<file path="config.mk">
export PLATFORM = sky130hd
export DESIGN_NAME = rotary_encoder_detent_decoder_flat
export DESIGN_NICKNAME = d
export VERILOG_FILES = /design/src/rtl/core/red_pkg.sv /design/src/rtl/core/red_ifs.sv /design/src/rtl/core/red_cfg.sv /design/src/rtl/core/rotary_encoder_detent_decoder.sv /design/src/flat_wrapper.sv
export SDC_FILE = /design/constraint.sdc
export NUM_CORES = 1
export LEC_CHECK = 0
export BUFFER_PORTS_ARGS = -buffer_cell sky130_fd_sc_hd__buf_2
export CORE_UTILIZATION = 60
export CTS_BUF_LIST = sky130_fd_sc_hd__clkbuf_16
export CTS_CLUSTER_SIZE = 8
export DETAILED_ROUTE_END_ITERATION = 7
export GPL_TIMING_DRIVEN = 0
export PLACE_DENSITY = 0.88
export SLEW_MARGIN = 0
export SYNTH_ARGS = -nofsm -noshare
export SYNTH_HDL_FRONTEND = slang
export SYNTH_SLANG_ARGS = --single-unit
export TNS_END_PERCENT = 30
</file>
<file path="constraint.sdc">
create_clock -name clk -period 10.11 [get_ports clk]
set_input_delay 1.011 -clock clk [delete_from_list [all_inputs] [get_ports clk]]
set_output_delay 1.011 -clock clk [all_outputs]
set_load 0.05 [all_outputs]
</file>
<file path="src/rtl/core/red_pkg.sv">
`default_nettype none
package red_pkg;

  localparam int TICK_COUNT_WIDTH = 20;
  localparam int CFG_TICK_W       = 20;
  localparam int ADDR_W           = 4;
  localparam int DATA_W           = 32;
  localparam int CMP_W            = 33;

  localparam logic [1:0] REG_ENCODER_TYPE      = 2'd0;
  localparam logic [1:0] REG_MOUSE_GUARD       = 2'd1;
  localparam logic [1:0] REG_MIN_SAMPLE_TICKS  = 2'd2;
  localparam logic [1:0] REG_MIN_REVERSE_TICKS = 2'd3;

  localparam logic [1:0] TYPE_ALL      = 2'd0;
  localparam logic [1:0] TYPE_MID      = 2'd1;
  localparam logic [1:0] TYPE_EDGES    = 2'd2;
  localparam logic [1:0] TYPE_ZERO     = 2'd3;

  localparam logic [1:0] DIR_UNKNOWN = 2'd0;
  localparam logic [1:0] DIR_UP      = 2'd1;
  localparam logic [1:0] DIR_DOWN    = 2'd2;

  typedef logic [TICK_COUNT_WIDTH-1:0] tick_t;

  typedef struct packed {
    logic [1:0]            encoder_type;
    logic                  mouse_guard_enable;
    logic [CFG_TICK_W-1:0] min_sample_ticks;
    logic [CFG_TICK_W-1:0] min_reverse_ticks;
  } cfg_t;

  typedef struct packed {
    logic       step_event;
    logic       direction_up;
    logic       sample_rejected;
    logic [1:0] phase_now;
  } res_t;

  function automatic logic is_detent(input logic [1:0] enc_type, input logic [1:0] ph);
    logic r;
    case (enc_type)
      TYPE_ALL:   r = 1'b1;
      TYPE_MID:   r = (ph == 2'd1) || (ph == 2'd2);
      TYPE_EDGES: r = (ph == 2'd0) || (ph == 2'd3);
      default:    r = (ph == 2'd0);
    endcase
    return r;
  endfunction

  function automatic logic [1:0] step_direction(input logic [1:0] from, input logic [1:0] to);
    logic [1:0] up_from;
    case (to)
      2'd0:    up_from = 2'd1;
      2'd1:    up_from = 2'd3;
      2'd2:    up_from = 2'd0;
      default: up_from = 2'd2;
    endcase
    return (from == up_from) ? DIR_UP : DIR_DOWN;
  endfunction

  function automatic tick_t tick_inc(input tick_t v);
    return (v == {TICK_COUNT_WIDTH{1'b1}}) ? v : v + tick_t'(1);
  endfunction

endpackage
`default_nettype wire

</file>
<file path="src/rtl/core/red_ifs.sv">
`default_nettype none
interface red_in_if;
  logic valid;
  logic ready;
  logic line_one_level;
  logic line_two_level;

  modport source (output valid, output line_one_level, output line_two_level, input ready);
  modport sink (input valid, input line_one_level, input line_two_level, output ready);
endinterface

interface red_out_if;
  logic       valid;
  logic       ready;
  logic       step_event;
  logic       direction_up;
  logic       sample_rejected;
  logic [1:0] phase_now;

  modport source (output valid, output step_event, output direction_up,
                  output sample_rejected, output phase_now, input ready);
  modport sink (input valid, input step_event, input direction_up,
                input sample_rejected, input phase_now, output ready);
endinterface
`default_nettype wire

</file>
<file path="src/rtl/core/red_cfg.sv">
`default_nettype none
module red_cfg (
  input  wire logic                      clk,
  input  wire logic                      rst,
  input  wire logic                      psel,
  input  wire logic                      penable,
  input  wire logic                      pwrite,
  input  wire logic [red_pkg::ADDR_W-1:0] paddr,
  input  wire logic [red_pkg::DATA_W-1:0] pwdata,
  output logic      [red_pkg::DATA_W-1:0] prdata,
  output red_pkg::cfg_t                  cfg
);
  import red_pkg::*;

  logic       wr;
  logic [1:0] idx;

  assign wr  = psel && penable && pwrite;
  assign idx = paddr[3:2];

  always_ff @(posedge clk) begin
    if (rst) begin
      cfg <= '0;
    end else if (wr) begin
      case (idx)
        REG_ENCODER_TYPE:      cfg.encoder_type       <= pwdata[1:0];
        REG_MOUSE_GUARD:       cfg.mouse_guard_enable <= pwdata[0];
        REG_MIN_SAMPLE_TICKS:  cfg.min_sample_ticks   <= pwdata[CFG_TICK_W-1:0];
        REG_MIN_REVERSE_TICKS: cfg.min_reverse_ticks  <= pwdata[CFG_TICK_W-1:0];
        default: ;
      endcase
    end
  end

  always_comb begin
    case (idx)
      REG_ENCODER_TYPE:      prdata = DATA_W'(cfg.encoder_type);
      REG_MOUSE_GUARD:       prdata = DATA_W'(cfg.mouse_guard_enable);
      REG_MIN_SAMPLE_TICKS:  prdata = DATA_W'(cfg.min_sample_ticks);
      REG_MIN_REVERSE_TICKS: prdata = DATA_W'(cfg.min_reverse_ticks);
      default:               prdata = '0;
    endcase
  end

endmodule
`default_nettype wire

</file>
<file path="src/rtl/core/rotary_encoder_detent_decoder.sv">
// Channel  Dir  Payload                                               Accept
// in_ch    in   line_one_level, line_two_level                        valid & ready
// out_ch   out  step_event, direction_up, sample_rejected, phase_now  valid & ready
// apb      in   encoder_type, mouse_guard_enable, min ticks (x2)      psel & penable & pwrite
//
// One request per cycle while ready is high; a taken request reaches out_ch through
// the input register and the result register that lie around the step logic.
// rst is synchronous and clears the pipeline, phase, counters and configuration registers.
// A stalled result holds in the output register while one more request waits in
// the input register; ready drops only when both are full.
`default_nettype none
module rotary_encoder_detent_decoder (
  input  wire logic                       clk,
  input  wire logic                       rst,
  red_in_if.sink                          in_ch,
  red_out_if.source                       out_ch,
  input  wire logic                       psel,
  input  wire logic                       penable,
  input  wire logic                       pwrite,
  input  wire logic [red_pkg::ADDR_W-1:0] paddr,
  input  wire logic [red_pkg::DATA_W-1:0] pwdata,
  output logic      [red_pkg::DATA_W-1:0] prdata,
  output logic                            pready
);
  import red_pkg::*;

  cfg_t       cfg;
  logic       s1_valid;
  logic [1:0] s1_phase;
  logic       s1_fire;
  logic       out_valid;
  res_t       out_res;

  logic       primed;
  logic [1:0] phase_reg;
  tick_t      ticks_since_accept;
  tick_t      ticks_since_event;
  logic [1:0] last_direction;

  logic       primed_next;
  logic [1:0] phase_reg_next;
  tick_t      ticks_since_accept_next;
  tick_t      ticks_since_event_next;
  logic [1:0] last_direction_next;
  res_t       res_next;

  tick_t      tsa_inc;
  tick_t      tse_inc;
  logic       mouse_rej;
  logic       interval_rej;
  logic [1:0] dir_new;
  logic [1:0] dir_out;

  red_cfg u_cfg (
    .clk     (clk),
    .rst     (rst),
    .psel    (psel),
    .penable (penable),
    .pwrite  (pwrite),
    .paddr   (paddr),
    .pwdata  (pwdata),
    .prdata  (prdata),
    .cfg     (cfg)
  );

  assign pready = 1'b1;

  assign s1_fire     = s1_valid && (!out_valid || out_ch.ready);
  assign in_ch.ready = !s1_valid || s1_fire;

  always_ff @(posedge clk) begin
    if (rst) begin
      s1_valid <= 1'b0;
    end else if (in_ch.ready) begin
      s1_valid <= in_ch.valid;
    end
  end

  always_ff @(posedge clk) begin
    if (in_ch.valid && in_ch.ready) begin
      s1_phase <= {in_ch.line_two_level, in_ch.line_one_level};
    end
  end

  always_comb begin
    tsa_inc      = tick_inc(ticks_since_accept);
    tse_inc      = tick_inc(ticks_since_event);
    mouse_rej    = cfg.mouse_guard_enable && (cfg.encoder_type == TYPE_EDGES) &&
                   ((phase_reg ^ s1_phase) == 2'b11);
    interval_rej = CMP_W'(tsa_inc) < CMP_W'(cfg.min_sample_ticks);
    dir_new      = step_direction(phase_reg, s1_phase);
    dir_out      = dir_new;

    primed_next             = 1'b1;
    phase_reg_next          = phase_reg;
    ticks_since_accept_next = tsa_inc;
    ticks_since_event_next  = tse_inc;
    last_direction_next     = last_direction;
    res_next                = '0;

    if (!primed) begin
      phase_reg_next          = s1_phase;
      ticks_since_accept_next = '0;
      ticks_since_event_next  = '0;
    end else if (mouse_rej || interval_rej) begin
      res_next.sample_rejected = 1'b1;
    end else begin
      ticks_since_accept_next = '0;
      phase_reg_next          = s1_phase;
      if ((s1_phase != phase_reg) && is_detent(cfg.encoder_type, s1_phase)) begin
        if (dir_new != last_direction) begin
          if (CMP_W'(tse_inc) < CMP_W'(cfg.min_reverse_ticks)) begin
            dir_out = last_direction;
          end else begin
            last_direction_next = dir_new;
          end
        end
        ticks_since_event_next = '0;
        res_next.step_event    = 1'b1;
        res_next.direction_up  = (dir_out == DIR_UP);
      end
    end
    res_next.phase_now = phase_reg_next;
  end

  always_ff @(posedge clk) begin
    if (rst) begin
      primed             <= 1'b0;
      phase_reg          <= '0;
      ticks_since_accept <= '0;
      ticks_since_event  <= '0;
      last_direction     <= DIR_UNKNOWN;
    end else if (s1_fire) begin
      primed             <= primed_next;
      phase_reg          <= phase_reg_next;
      ticks_since_accept <= ticks_since_accept_next;
      ticks_since_event  <= ticks_since_event_next;
      last_direction     <= last_direction_next;
    end
  end

  always_ff @(posedge clk) begin
    if (rst) begin
      out_valid <= 1'b0;
    end else if (s1_fire) begin
      out_valid <= 1'b1;
    end else if (out_ch.ready) begin
      out_valid <= 1'b0;
    end
  end

  always_ff @(posedge clk) begin
    if (s1_fire) begin
      out_res <= res_next;
    end
  end

  assign out_ch.valid           = out_valid;
  assign out_ch.step_event      = out_res.step_event;
  assign out_ch.direction_up    = out_res.direction_up;
  assign out_ch.sample_rejected = out_res.sample_rejected;
  assign out_ch.phase_now       = out_res.phase_now;

endmodule
`default_nettype wire

</file>
<file path="src/flat_wrapper.sv">
// flat-port wrapper written by rule: the top's interface ports become plain ports
module rotary_encoder_detent_decoder_flat import red_pkg::*;
  (clk, rst, psel, penable, pwrite, paddr, pwdata, prdata, pready, in_ch_valid, in_ch_line_one_level, in_ch_line_two_level, in_ch_ready, out_ch_valid, out_ch_step_event, out_ch_direction_up, out_ch_sample_rejected, out_ch_phase_now, out_ch_ready);
  red_in_if in_ch_i ();
  red_out_if out_ch_i ();
  input  wire logic clk;
  input  wire logic rst;
  input  wire logic psel;
  input  wire logic penable;
  input  wire logic pwrite;
  input  wire logic [red_pkg::ADDR_W-1:0] paddr;
  input  wire logic [red_pkg::DATA_W-1:0] pwdata;
  output logic      [red_pkg::DATA_W-1:0] prdata;
  output logic pready;
  input wire logic [$bits(in_ch_i.valid)-1:0] in_ch_valid;
  input wire logic [$bits(in_ch_i.line_one_level)-1:0] in_ch_line_one_level;
  input wire logic [$bits(in_ch_i.line_two_level)-1:0] in_ch_line_two_level;
  output wire logic [$bits(in_ch_i.ready)-1:0] in_ch_ready;
  output wire logic [$bits(out_ch_i.valid)-1:0] out_ch_valid;
  output wire logic [$bits(out_ch_i.step_event)-1:0] out_ch_step_event;
  output wire logic [$bits(out_ch_i.direction_up)-1:0] out_ch_direction_up;
  output wire logic [$bits(out_ch_i.sample_rejected)-1:0] out_ch_sample_rejected;
  output wire logic [$bits(out_ch_i.phase_now)-1:0] out_ch_phase_now;
  input wire logic [$bits(out_ch_i.ready)-1:0] out_ch_ready;
  assign in_ch_i.valid = in_ch_valid;
  assign in_ch_i.line_one_level = in_ch_line_one_level;
  assign in_ch_i.line_two_level = in_ch_line_two_level;
  assign in_ch_ready = in_ch_i.ready;
  assign out_ch_valid = out_ch_i.valid;
  assign out_ch_step_event = out_ch_i.step_event;
  assign out_ch_direction_up = out_ch_i.direction_up;
  assign out_ch_sample_rejected = out_ch_i.sample_rejected;
  assign out_ch_phase_now = out_ch_i.phase_now;
  assign out_ch_i.ready = out_ch_ready;
  rotary_encoder_detent_decoder u_core (.clk(clk), .rst(rst), .in_ch(in_ch_i), .out_ch(out_ch_i), .psel(psel), .penable(penable), .pwrite(pwrite), .paddr(paddr), .pwdata(pwdata), .prdata(prdata), .pready(pready));
endmodule
</file>
==> impl_metrics.py <==
metrics = {
    "setup_path": {
        "critPathTopFamily": "simple AND/OR/NAND/NOR gates",
        "rr_endpoint": "u_core.ticks_since_event[10]",
        "path_class": "register to register",
        "crit_path_start_kind": "register",
        "cpMaxStageDelayCell": "nor4_1",
        "cp_max_fo": 10,
        "r2r_slack_ps": 5370,
        "end_kind": "register",
        "r2r-start": "u_core.ticks_since_accept[1]",
        "arrival_ps": 4990,
        "worstPathCellList": "ha_1 > nand3_1 > nor2_1 > nand3_1 > and3_1 > nand2_1 > nor2_1 > xor2_1 > ha_1 > nand4_1 > nor4_1 > o21ai_0 > a311oi_4 > nor2_2 > nand2b_1 > buf_2 > a32o_1",
        "crit_required_ps": 10360,
        "cp_slowest_stage_delay_ps": 450,
        "worst-path-buf-inv": 1,
        "rr_worst_depth": 17,
    },
    "layout": {
        "final_util": 0.696,
        "fill_cells": 790,
        "syn_to_final_growth_pct": 13.0,
        "reg_top3": "u_core.u_cfg.cfg (43), u_core.ticks_since_accept (20), u_core.ticks_since_event (20)",
        "drive_gt1_frac": 0.142,
        "antenna_cells": 0,
        "max_flop_register": "u_core.u_cfg.cfg",
        "largest_register_ff_count": 43,
        "nNetsFinal": 907,
    },
    "hold_path": {
        "hp-class": "register to register",
        "worstHoldPathCells": 2,
        "min_to": "u_core.u_cfg.cfg[29]",
        "hp-start": "u_core.u_cfg.cfg[29]",
    },
    "synthesis": {
        "synth_edf_count": 7,
        "synth_area_leader_cell": "dfxtp_1",
        "synth_common_cells": "nand2_1 (122), dfxtp_1 (90), a21oi_1 (69)",
        "synth_warnings": 0,
        "synth_area_um2": 6000,
        "synth_ff_type": "dfxtp_1",
        "syn_inst": 742,
        "yosysMostFrequentCell": "nand2_1",
        "synthTopCellsByArea": "dfxtp_1 (30%), ha_1 (8.8%), nand2_1 (7.6%), a21oi_1 (5.8%), mux2i_1 (4.2%)",
        "async_reset_ff_frac": 0,
        "synth_top_area_share": 0.301,
        "ys_seq_elements": 97,
        "ys_seq_area_frac": 0.336,
        "synth.distinct_cells": 64,
        "syn_area_per_cell_um2": 8.08,
    },
    "sta": {
        "fin_crit_ps": 4740,
        "holdWs_ps": 471,
        "fmax_ghz": 0.211,
        "tightestPinTransition_ps": 845,
        "hold_viol": 0,
        "grt_setup_unrepaired": "false",
        "drv_slew": 0,
        "finalSetupViolCount": 0,
        "skew_ps": 8.75,
        "finalCritPeriodShare": 0.469,
        "finalSetupTns_ps": 0,
        "slew_headroom": 0.437,
        "layout_setup_ws_ps": 5370,
    },
    "routing": {
        "antenna_left": 0,
        "drt-total-wl_um": 16300,
        "drt-vias-per-instance": 6.08,
        "wl_per_cell_um": 17.0,
        "drt-initial-drc-count": 545,
        "vias": 5825,
        "drtPass1Iterations": 5,
        "drc": 0,
    },
    "cts": {
        "cts_root_buffer": "clkbuf_16",
        "cts_buffers": 9,
        "cts.clk_slew.worst_paths_ps": 80,
        "hold_buffers": 0,
        "clkSinkCount": 97,
        "cts_setup_buffers": 0,
        "cts_tree": "built",
        "clk_latency_ps": 360,
        "cts_resized": 0,
        "clock_path_buffers": 2,
        "htreeDepth": 3,
    },
    "placement": {
        "dp_hpwl_um": 12400,
        "port_buffers": 56,
        "place_ws_ps": 5590,
        "gp_congestion": 0.939,
    },
    "power_and_ir_drop": {
        "clockPowerShare": 0.410,
        "powerDensity_nw_per_um2": 124,
        "seq_power_share": 0.471,
        "comb_power_share": 0.119,
        "leakage_nw": 2.75,
        "swShare": 0.292,
        "total_power_mw": 0.842,
        "p_int_mw": 0.596,
        "switchingPower_mw": 0.246,
        "vdd_drop_max_mv": 0.0773,
    },
    "floorplanning": {
        "die_width_um": 102,
        "floorplan.initialDensity": 0.616,
        "die-area_um2": 10400,
        "coreArea_um2": 9730,
        "die_h_um": 102,
        "ios": 85,
        "rows": 36,
    },
    "flow_run": {
        "cap_violations": 0,
    },
    "global_route": {
        "grt_max_degree": 20,
        "grt_pass1_wl_um": 26000,
        "overflow": 0,
        "grt.total_usage": 0.328,
        "grt_pass1_vias": 5503,
        "antenna_found_initial": 1,
    },
    "status": {
        "status": "completed",
    },
}
## cells by family after synthesis
| group | synth area share |
|---|---|
| xor+xnor | 0.0438 |
| other cells | 0.00125 |
| simple gates | 0.242 |
| fa+ha+maj | 0.0876 |
| flops | 0.336 |
| mux | 0.0593 |
| compound gates | 0.158 |
| buf+inv | 0.0722 |
## layout make-up
type                       count  area, µm²  share of cell area
multi-input combinational    557       3590               0.530
sequential                    97       2010               0.297
timing repair buffer          56        280              0.0414
buffer                        45        230              0.0340
clock buffer                   9        225              0.0332
inverter                      54        203              0.0299
tap                          133        166              0.0246
clock inverter                 7       66.3             0.00979
## worst max-delay path by stage
| stage | to | depth (start not counted) | slack (ps) | startpoint |
|---|---|---|---|---|
| 2_1_floorplan | u_core.last_direction[1] | 17 | 6430 | u_core.ticks_since_accept[0] |
| 3_3_place_gp | u_core.ticks_since_event[18] | 18 | 5670 | u_core.ticks_since_accept[0] |
| 3_5_place_dp | u_core.ticks_since_event[1] | 18 | 5590 | u_core.ticks_since_accept[1] |
| 4_1_cts | u_core.ticks_since_event[1] | 18 | 5540 | u_core.ticks_since_accept[1] |
| 5_1_grt | u_core.last_direction[1] | 17 | 4990 | u_core.ticks_since_accept[1] |
| 6_report | u_core.ticks_since_event[10] | 17 | 5370 | u_core.ticks_since_accept[1] |
## cell usage in the layout, fill, tap and decap left out, types with 4 or more instances in the layout
cell         n
xnor2_1     21
buf_4       15
a22o_1       8
nand4_1     15
dfxtp_1     90
mux2i_1     25
mux2_2       5
a32oi_1      4
clkbuf_1    26
clkbuf_16    9
a22oi_1      7
buf_2       60
a21o_1       4
nor2b_1     20
nand2b_1     7
o21ai_1     11
nor2_1      47
nand3_1     29
ha_1        42
o21ai_0     10
nor3_1       9
edfxtp_1     7
a32o_1      11
and2_1       4
a31oi_1      6
inv_1       53
and3_1      10
a21oi_1     69
nand2_1    122
xor2_1       9
and4_1       5
nor4_1       4
conb_1      13
## power groups by stage
| stage | registers (mW) | clock network (mW) | logic, mW |
|---|---|---|---|
| 3_3_place_gp | 0.405 | 0 | 0.0944 |
| 3_5_place_dp | 0.405 | 0 | 0.0969 |
| 4_1_cts | 0.396 | 0.345 | 0.0974 |
| 6_report | 0.396 | 0.345 | 0.0998 |
| 5_1_grt | 0.397 | 0.363 | 0.107 |
| 2_1_floorplan | 0.408 | 0 | 0.0654 |
## metrics by stage
| stage | cell area (µm²) | cells |
|---|---|---|
| 3_3_place_gp | 6480 | 942 |
| 5_1_grt | 6780 | 958 |
| 2_1_floorplan | 6040 | 753 |
| 6_report | 6780 | 958 |
| 4_1_cts | 6780 | 958 |
| 3_5_place_dp | 6480 | 942 |
## per-layer routing
layer	wire length [µm]	share of wire	global-route usage
met5	11	0.00068	0
met4	630	0.039	0.168
met3	1410	0.087	0.0698
met2	7610	0.47	0.547
met1	6590	0.41	0.398
## tightest hold or removal path: cells and delay by family (launching register included)
| family | cells | cell delay, ps |
|---|---|---|
| DFF | 1 | 320 |
| and+or+nand+nor | 1 | 50 |
| AOI/OAI and AO/OA | 1 | 50 |
No activity file was read; power rests on OpenSTA's default activity.
